### config.mk
export PLATFORM = sky130hd
export DESIGN_NAME = tcf_front
export DESIGN_NICKNAME = d
export VERILOG_FILES = /design/src/hw/rtl/tcf_pkg.sv /design/src/hw/rtl/tcf_front.sv
export SDC_FILE = /design/constraint.sdc
export NUM_CORES = 1
export LEC_CHECK = 0
export BUFFER_PORTS_ARGS = -buffer_cell sky130_fd_sc_hd__buf_2
export CAP_MARGIN = 10
export CORE_ASPECT_RATIO = 1.1
export CORE_MARGIN = 5
export CORE_UTILIZATION = 40
export CTS_CLUSTER_SIZE = 16
export DETAILED_ROUTE_END_ITERATION = 10
export HOLD_SLACK_MARGIN = 0.03
export PLACE_DENSITY = 0.75
export SLEW_MARGIN = 40
export SYNTH_ARGS = -nofsm -noshare
export SYNTH_HDL_FRONTEND = slang
export SYNTH_SLANG_ARGS = --single-unit
### constraint.sdc
create_clock -name clk -period 5.11 [get_ports clk]
set_input_delay 0.7665 -clock clk [delete_from_list [all_inputs] [get_ports clk]]
set_output_delay 0.7665 -clock clk [all_outputs]
set_load 0.05 [all_outputs]
### src/hw/rtl/tcf_pkg.sv
// Shared types, constants and tables of the tilt complementary filter.
package tcf_pkg;

    localparam int CORDIC_ITERATIONS = 24;
    localparam int ITER_W = $clog2(CORDIC_ITERATIONS + 1);

    localparam logic signed [28:0] HALF_PI_Q24 = 29'sd26353589;
    localparam logic [26:0] DEG2RAD_Q32 = 27'd74961321;
    localparam logic [9:0] MS_PER_S = 10'd1000;
    // divide by 1000 in 16-bit digits: reciprocal ceil(2^36 / 1000)
    localparam int DIV_STEPS = 6;
    localparam int DIV_SHIFT = 36;
    localparam logic [26:0] DIV_RECIP = 27'd68719477;

    typedef enum logic [1:0] {
        CFG_GYRO_RANGE   = 2'd0,
        CFG_GYRO_BIAS    = 2'd1,
        CFG_BLEND_WEIGHT = 2'd2,
        CFG_GAP_LIMIT    = 2'd3
    } cfg_index_t;

    typedef enum logic [3:0] {
        ST_IDLE,
        ST_MUL1,
        ST_MUL2,
        ST_MUL3,
        ST_MUL4,
        ST_DIV,
        ST_BL1,
        ST_BL2,
        ST_BL3
    } back_state_t;

    typedef struct packed {
        logic signed [15:0] ax;
        logic signed [15:0] az;
        logic signed [15:0] gy;
        logic [31:0]        elapsed;
        logic               restart;
    } tcf_item_t;

    typedef struct packed {
        logic [1:0]         gyro_range;
        logic signed [23:0] gyro_bias;
        logic [15:0]        blend_weight;
    } tcf_cfg_t;

    function automatic logic [23:0] atan_q24(input logic [4:0] i);
        logic [23:0] v;
        case (i)
            5'd0:    v = 24'd13176795;
            5'd1:    v = 24'd7778716;
            5'd2:    v = 24'd4110060;
            5'd3:    v = 24'd2086331;
            5'd4:    v = 24'd1047214;
            5'd5:    v = 24'd524117;
            5'd6:    v = 24'd262123;
            5'd7:    v = 24'd131069;
            5'd8:    v = 24'd65536;
            5'd9:    v = 24'd32768;
            5'd10:   v = 24'd16384;
            5'd11:   v = 24'd8192;
            5'd12:   v = 24'd4096;
            5'd13:   v = 24'd2048;
            5'd14:   v = 24'd1024;
            5'd15:   v = 24'd512;
            5'd16:   v = 24'd256;
            5'd17:   v = 24'd128;
            5'd18:   v = 24'd64;
            5'd19:   v = 24'd32;
            5'd20:   v = 24'd16;
            5'd21:   v = 24'd8;
            5'd22:   v = 24'd4;
            5'd23:   v = 24'd2;
            5'd24:   v = 24'd1;
            default: v = 24'd0;
        endcase
        return v;
    endfunction

    function automatic logic [19:0] gyro_scale_q24(input logic [1:0] r);
        logic [19:0] v;
        case (r)
            2'd0:    v = 20'd128060;
            2'd1:    v = 20'd256138;
            2'd2:    v = 20'd511487;
            default: v = 20'd1022991;
        endcase
        return v;
    endfunction

endpackage

### src/hw/rtl/tcf_front.sv
// Front end: accepts samples, measures elapsed time, flags restarts, queues work.
module tcf_front (
    input  logic                clk,
    input  logic                rst_n,
    input  logic                in_valid,
    output logic                in_stall,
    input  logic signed [15:0]  raw_accel_x,
    input  logic signed [15:0]  raw_accel_z,
    input  logic signed [15:0]  raw_gyro_y,
    input  logic [31:0]         tick_ms,
    input  logic [15:0]         gap_limit_ms,
    output logic                q_valid,
    output tcf_pkg::tcf_item_t  q_item,
    input  logic                q_pop
);
    import tcf_pkg::*;

    tcf_item_t   mem_reg [2];
    logic        wr_ptr_reg;
    logic        wr_ptr_next;
    logic        rd_ptr_reg;
    logic        rd_ptr_next;
    logic [1:0]  count_reg;
    logic [1:0]  count_next;
    logic [31:0] last_tick_reg;
    logic [31:0] elapsed;
    logic        push;
    logic        pop;
    tcf_item_t   new_item;

    assign in_stall = (count_reg == 2'd2);
    assign q_valid  = (count_reg != 2'd0);
    assign q_item   = mem_reg[rd_ptr_reg];
    assign push     = in_valid && !in_stall;
    assign pop      = q_pop && q_valid;
    assign elapsed  = tick_ms - last_tick_reg;

    always_comb
    begin
        new_item.ax      = raw_accel_x;
        new_item.az      = raw_accel_z;
        new_item.gy      = raw_gyro_y;
        new_item.elapsed = elapsed;
        new_item.restart = (elapsed > {16'd0, gap_limit_ms});
        wr_ptr_next      = push ? !wr_ptr_reg : wr_ptr_reg;
        rd_ptr_next      = pop ? !rd_ptr_reg : rd_ptr_reg;
        count_next       = count_reg + {1'b0, push} - {1'b0, pop};
    end

    always_ff @(posedge clk)
    begin
        if (push)
        begin
            mem_reg[wr_ptr_reg] <= new_item;
        end
    end

    always_ff @(posedge clk or negedge rst_n)
    begin
        if (!rst_n)
        begin
            wr_ptr_reg    <= 1'b0;
            rd_ptr_reg    <= 1'b0;
            count_reg     <= 2'd0;
            last_tick_reg <= 32'd0;
        end
        else
        begin
            wr_ptr_reg <= wr_ptr_next;
            rd_ptr_reg <= rd_ptr_next;
            count_reg  <= count_next;
            if (push)
            begin
                last_tick_reg <= tick_ms;
            end
        end
    end

endmodule

# Word-level counts from Yosys, hierarchy flattened
# Memory sizes are Yosys's and may differ from the RTL's.
# Index checks and enable logic that the tools add are counted.
# classes
n_mux,2
eq_ne,1
n_reduce_logical,6
n_addsub,3
n_lt_le_gt_ge,1
# op_table
operator,n
> comparator 32 x 16 -> 1 bit,1
subtractor 32 bit,1
zero test 1 bit,3
adder 2 x 1 -> 2 bit,1
"== test 2 bit, second input constant",1
logical AND 1 bit,2
two-way mux 1 bit,2
nonzero test 2 bit,1
subtractor 2 x 1 -> 2 bit,1
# word_totals
mem_bits_rw,162
ff_bits,36
mem_count,1
elab_cells,18
out_inout_bits,83
in_bits,100
# mem_list
memory,words,width,rd,rd_clocked_by_memory_dff,wr,line,source
mem_reg,2,81,1,0,1,tcf_front.sv:18,tcf_item_t mem_reg [2];

# Logic depth before layout (Yosys ltp)
# Gate-level depths: netlist (run 1).
# depth
ltp_word,5
mapped_depth,20
depth_no_buf,20

# Worst setup path before layout (run 1)
# OpenSTA, ideal clock, no wires.
# synth_timing
path_kind,register to register
start,reg count_reg[1]
end,"mem mem_reg[0][0] (netlist bit), enable pin"
path_slack_ps,-179
t_arrival_ps,4768
path_buffers,2
t_required_ps,4589
stages_incl_launch_ff,6
synth_period_minus_slack_ps,5289
setup_ps,521
path_cell_list,dfrtp_1 -> nor2b_1 -> nand2b_1 -> clkbuf_1 -> buf_1 -> nor2_1
# synth_between
elab_chain_len,5
# synth_lines
element,line,source
from (decl),tcf_front.sv:23,logic [1:0] count_reg;
from (signal assigned),tcf_front.sv:71,count_reg <= count_next;
== test 2 bit,tcf_front.sv:31,assign in_stall = (count_reg == 2'd2);
named net in_stall,tcf_front.sv:6,"output logic in_stall,"
zero test 1 bit,tcf_front.sv:34,assign push = in_valid && !in_stall;
logical AND 1 bit,tcf_front.sv:34,
two-way mux 1 bit,tcf_front.sv:52,if (push)
two-way mux 1 bit (not written as such),tcf_front.sv:54,mem_reg[wr_ptr_reg] <= new_item;
to (decl),tcf_front.sv:18,
# The timed path passes the listed nets, and every way through them passes these cells.

==> flow_summary.ini, run 1 <==
[sta]
slew_headroom_pct = 59.4
hold_violations = 0
worst_pin_slew_ns = 0.609
period_needed_ns = 4.36
rsz0062_at_grt = no
finalWorstSetupSlack_ns = 0.752
fin_skew_ns = 0.0155
maxSlewViolCount = 0
max_freq_mhz = 229
setup_violations = 0
period_share_pct = 85.3

[run_status]
outcome = finished clean

[logic_synthesis]
avgSynthCellArea_um2 = 14.0
synthCells = 679
seq_area_frac_synth_pct = 60.6
postSynth.asyncResetShare_pct = 18.2
yosys_warnings = 0
ys_seq_elements = 198
synth.distinct_cells = 59
synthFlopType = edfxtp_1
synth_fp_nets = 829
syn-cell-area_um2 = 9520
synth-edff-count = 162

[worst_setup_path]
crit_fanout = 5
startpoint_type = input pin
crit_arrival_ns = 4.51
critical_path_class = input pin to flip-flop
critical_path.endpoint_type = flip-flop
worstPathRequired_ns = 5.27

[clock_tree]
cts_root_buf = clkbuf_16
clock_latency_ns = 0.44
cts_sinks = 198
cts.repair.resized = 0
cts_inserted_buffers = 17
htreeDepth = 4
clkTransAtPathRegs_ns = 0.08
postCtsSetupBuffers = 0
clockBufferDepth = 2
cts_tree = yes
cts_hold_buf = 0

[job]
drv_cap = 0

[layout]
fillers = 2065
final_cells = 1189
drive_gt1_share_pct = 38.8
layout.nets = 1020
final_area_um2 = 11500
area_growth_pct = 20.5
largest_register_ff_count = 162

[die]
die_h_um = 172
fp-row-count = 59
die-area_um2 = 27000
num_io_pins = 183
initial_core_util_pct = 40.4
die_w_um = 157
coreArea_um2 = 23500

[placement]
dp_hpwl_mm = 15.0
portBuffers = 182
post-place-ws_ns = 0.320
gp_congestion = 0.819
dpl.cell_count = 1156
placed_cell_area_um2 = 10900

[power_and_ir_drop]
ir_drop_uv = 255
p_leak_nw = 4.71
power_density_nw_per_um2 = 714

[global_route]
grt_pass1_vias = 6134
grt_first_pass_wirelength_mm = 31.8
antenna_found_initial = 1
grt_use_total_pct = 15.2
grt_max_degree = 43
overflow = 0

[worst_hold_path]
min_path_type = input pin to asynchronous set/reset pin

[routing]
routed_wl_mm = 20.5
via_per_inst = 5.12
drt-pass1-iter-count = 4
wl_per_cell_um = 17.2
drtIter0Drc = 343
ant_nets = 0
route.detailed.drc = 0
vias = 6090
-- area by class of cell --
class                           instances  area (µm²)  area share [%]
Antenna cell                            1        2.50          0.0218
Clock buffer                           17         425            3.71
Clock inverter                         15         183            1.59
Inverter                               58         218            1.90
Multi-Input combinational cell        407        3500            30.5
Sequential cell                       198        5770            50.3
Tap cell                              305         382            3.33
Timing Repair Buffer                  188         991            8.64
-- logic make-up (layout without fill, tap and decap cells) --
family	after synthesis	in the layout	share of synthesized area [%]
compound gates	117	117	8.45
buf+inv	74	278	2.92
fa+ha+maj	50	50	6.65
flops	198	198	60.6
simple gates	107	107	6.27
other cells	0	1	0
xor+xnor	22	22	2.02
mux	111	111	13.1
-- routing by layer --
metal / vias up / wire length [µm] / track usage (%)
li1: 2939 / - / -
met1: 2960 / 8590 / 19.1
met2: 159 / 10300 / 25.8
met3: 32 / 1080 / 3.02
met4: 0 / 517 / 6.06
met5: - / 0 / 0
-- cells in the final DEF, fill, tap and decap left out, types with 4 or more instances in the layout --
| master | netlist | final |
|---|---|---|
| xor2_1 | 11 | 11 |
| inv_1 | 58 | 58 |
| buf_4 | 0 | 5 |
| nor2b_1 | 4 | 4 |
| buf_2 | 0 | 181 |
| a31oi_1 | 5 | 5 |
| clkbuf_16 | 0 | 17 |
| and3_1 | 5 | 5 |
| nor2_1 | 16 | 14 |
| xnor2_1 | 11 | 11 |
| nand2b_1 | 5 | 4 |
| o21ai_0 | 15 | 15 |
| nor3_1 | 6 | 6 |
| mux2_2 | 111 | 111 |
| a211oi_1 | 6 | 6 |
| nand2_1 | 24 | 24 |
| o21bai_1 | 5 | 5 |
| edfxtp_1 | 162 | 162 |
| nand3_1 | 4 | 4 |
| a21oi_1 | 28 | 28 |
| nand4_1 | 7 | 7 |
| or3_1 | 11 | 11 |
| o21a_1 | 11 | 11 |
| dfrtp_1 | 36 | 35 |
| clkinv_8 | 0 | 6 |
| a21o_1 | 18 | 18 |
| ha_1 | 49 | 49 |
| and2_1 | 9 | 9 |
-- Yosys cell counts (all sizes together), types with 2 or more instances --
master / n / share of area (%)
a211o: 3 / 0.28
a211oi: 8 / 0.74
a21o: 18 / 1.4
a21oi: 28 / 1.5
a22oi: 3 / 0.24
a31o: 2 / 0.18
a31oi: 5 / 0.33
and2: 9 / 0.59
and3: 5 / 0.33
clkbuf: 15 / 0.59
dfrtp: 36 / 9.5
edfxtp: 162 / 51
ha: 49 / 6.4
inv: 58 / 2.3
mux2: 111 / 13
nand2: 24 / 0.95
nand2b: 5 / 0.33
nand3: 4 / 0.21
nand3b: 2 / 0.16
nand4: 7 / 0.46
nand4bb: 2 / 0.24
nor2: 16 / 0.63
nor2b: 4 / 0.26
nor3: 7 / 0.42
o2111ai: 2 / 0.18
o211ai: 2 / 0.16
o21a: 11 / 0.87
o21ai: 15 / 0.79
o21bai: 5 / 0.39
o22ai: 2 / 0.13
o311a: 2 / 0.22
o311ai: 2 / 0.18
or3: 11 / 0.72
or4: 3 / 0.24
xnor2: 11 / 1.0
xor2: 11 / 1.0
-- worst max-delay path, cell delays in order --
cell       delay (ns)
buf_2            0.07
inv_1            0.04
ha_1             0.21
fa_1             0.41
nor2b_1          0.18
o2111ai_1        0.18
a211o_1          0.42
nand2_1          0.13
a21o_1           0.12
a21oi_1          0.07
xnor2_1          0.17
ha_1             0.32
nand4_1          0.14
or4_1            0.53
a22oi_1          0.23
nand4b_1         0.17
nor3_2           0.20
nand4bb_1        0.15
-- final timing paths --
check                      depth (start not counted)  slack, ns              from          endpoint
max                                               18       0.75        tick_ms[0]     mem_reg[1][0]
min                                                1       0.30             rst_n  last_tick_reg[4]
max reg2reg                                       16       0.81  last_tick_reg[0]     mem_reg[1][0]
min reg2reg                                        1       0.48      count_reg[1]      count_reg[1]
max in group asynchronous                          1       4.41             rst_n        rd_ptr_reg
min in group clk                                   1       0.48      count_reg[1]      count_reg[1]
-- report_power, final --
part	switching, mW	internal, mW
logic	2.80	1.41
clock network	0.677	0.664
registers	0.172	2.46
-- stage by stage --
| stage | TNS [ns] | total power, mW | util, % | hold slack (ns) |
|---|---|---|---|---|
| 2_1_floorplan | -29.00 | 5.91 | - | 0.452 |
| 3_3_place_gp | 0 | 6.77 | 45.9 | 0.467 |
| 3_5_place_dp | 0 | 6.91 | 46.1 | 0.470 |
| 4_1_cts | 0 | 8.28 | 48.7 | 0.298 |
| 5_1_grt | 0 | 8.70 | 48.7 | 0.319 |
| 6_report | 0 | 8.19 | 48.7 | 0.296 |
Note: power is estimated with default switching activity, not from simulation.
==> run 2: changes to the inputs <==
--- a/config.mk
+++ b/config.mk
@@ -14,7 +14,7 @@
 export DETAILED_ROUTE_END_ITERATION = 10
 export HOLD_SLACK_MARGIN = 0.03
 export PLACE_DENSITY = 0.75
-export SLEW_MARGIN = 40
+export SLEW_MARGIN = 10
 export SYNTH_ARGS = -nofsm -noshare
 export SYNTH_HDL_FRONTEND = slang
 export SYNTH_SLANG_ARGS = --single-unit
==> constraint.sdc (replaced) <==
create_clock -name clk -period 5.11 [get_ports clk]
set_input_delay 0.7665 -clock clk [delete_from_list [all_inputs] [get_ports clk]]
set_output_delay 0.7665 -clock clk [all_outputs]
set_load 0.005 [all_outputs]
==> flow_summary.ini, run 2 (same netlist as run 1, synthesis figures left out) <==
[run_status]
outcome = finished clean

[worst_hold_path]
min_path_type = input pin to asynchronous set/reset pin

[global_route]
grt_first_pass_wirelength_mm = 31.7
grt_max_degree = 83
grt_pass1_vias = 6183
grt_use_total_pct = 15.0
overflow = 0
antenna_found_initial = 1

[routing]
vias = 6089
ant_nets = 0
via_per_inst = 5.13
routed_wl_mm = 20.2
wl_per_cell_um = 17.0
drtIter0Drc = 294
drt-pass1-iter-count = 5
route.detailed.drc = 0

[worst_setup_path]
crit_fanout = 5
r2r_start = last_tick_reg[0]
critical_path.endpoint_type = flip-flop
startpoint_type = input pin
crit_chain = buf_2 > inv_1 > ha_1 > fa_1 > nor2b_1 > o2111ai_1 > a211o_1 > nand2_1 > a21o_1 > a21oi_1 > xnor2_1 > ha_1 > nand4_1 > or4_1 > a22oi_1 > nand4b_1 > nor3_2 > nand4bb_1
slowest_delay_ns = 0.54
critical_path_class = input pin to flip-flop
ff2ff_path_depth = 16
worstPathRequired_ns = 5.27
crit_start = tick_ms[0]
cpMostUsedCell = ha_1
crit_arrival_ns = 4.52
cp_slowest_cell = or4_1

[clock_tree]
clockBufferDepth = 2
cts_hold_buf = 0
htreeDepth = 4
cts_inserted_buffers = 17
clock_latency_ns = 0.43
postCtsSetupBuffers = 0
cts.repair.resized = 0
cts_sinks = 198
cts_tree = yes
clkTransAtPathRegs_ns = 0.08
cts_root_buf = clkbuf_16

[placement]
dp_hpwl_mm = 14.8
post-place-ws_ns = 0.271
gp_congestion = 0.819
portBuffers = 182

[die]
die_w_um = 157
fp-row-count = 59
initial_core_util_pct = 40.4
die-area_um2 = 27000
num_io_pins = 183
die_h_um = 172
coreArea_um2 = 23500

[sta]
max_freq_mhz = 230
slew_headroom_pct = 24.9
fin_skew_ns = 0.0169
period_needed_ns = 4.36
hold_violations = 0
worst_pin_slew_ns = 1.13
finalWorstSetupSlack_ns = 0.753
rsz0062_at_grt = no
period_share_pct = 85.3
hold_slack_ns = 0.453
maxSlewViolCount = 0
setup_violations = 0

[power_and_ir_drop]
p_leak_nw = 4.68
power_density_nw_per_um2 = 611
ir_drop_uv = 256
p_total_mw = 6.96

[layout]
area_growth_pct = 19.7
layout_common_cells = buf_2 (182), edfxtp_1 (162), mux2_2 (111)
largest_register_ff_count = 162
final_common_cell = buf_2
layout.nets = 1018
drive_gt1_share_pct = 38.7
final_core_util_pct = 48.4
fillers = 2084

[job]
drv_cap = 0
run 2: layer usage:
layer	share of wire, %	global-route usage, %	vias up
li1	-	-	2945
met1	42	18.5	2954
met2	51	25.9	163
met3	5.1	2.94	27
met4	2.4	6.14	0
met5	0	0	-
run 2: stage by stage:
stage               area, µm²  cells  setup TNS, ns
finish                  11400   1187              0
global route            11400   1187              0
CTS                     11400   1186              0
detailed placement      10800   1154              0
global placement        10800   1154              0
floorplan                9520    679         -15.46
run 2: final cells by class:
| type | instances | area (µm²) | share of cell area (%) |
|---|---|---|---|
| clock buffers | 17 | 425 | 3.73 |
| flip-flops and latches | 198 | 5770 | 50.6 |
| diodes | 1 | 2.50 | 0.0220 |
| inverters | 58 | 218 | 1.91 |
| clock inverters | 15 | 165 | 1.45 |
| repair buffers | 186 | 941 | 8.26 |
| well taps | 305 | 382 | 3.35 |
| multi-input cells | 407 | 3490 | 30.7 |
run 2: worst paths after layout:
kind,end,slack (ns)
worst max-delay path,mem_reg[1][0],0.75
worst min-delay path,last_tick_reg[6],0.45
worst max register to register,mem_reg[1][0],0.82
worst min register to register,count_reg[1],0.48
max in group asynchronous,rd_ptr_reg,3.99
min in group clk,count_reg[1],0.48
run 2: report_power, final:
part / internal (mW) / total, mW / switching (mW)
combinational: 1.37 / 2.93 / 1.55
sequential: 2.46 / 2.72 / 0.262
clock: 0.657 / 1.31 / 0.654
total: 4.49 / 6.96 / 2.47
run 2: critical path: cells and delay by family:
kind                     cells  cell delay (ns)
adder cells (fa/ha/maj)      3             0.95
AO/OA/AOI/OAI                5             1.01
AND/OR/NAND/NOR              7             1.49
buffers and inverters        2             0.11
XOR/XNOR                     1             0.17
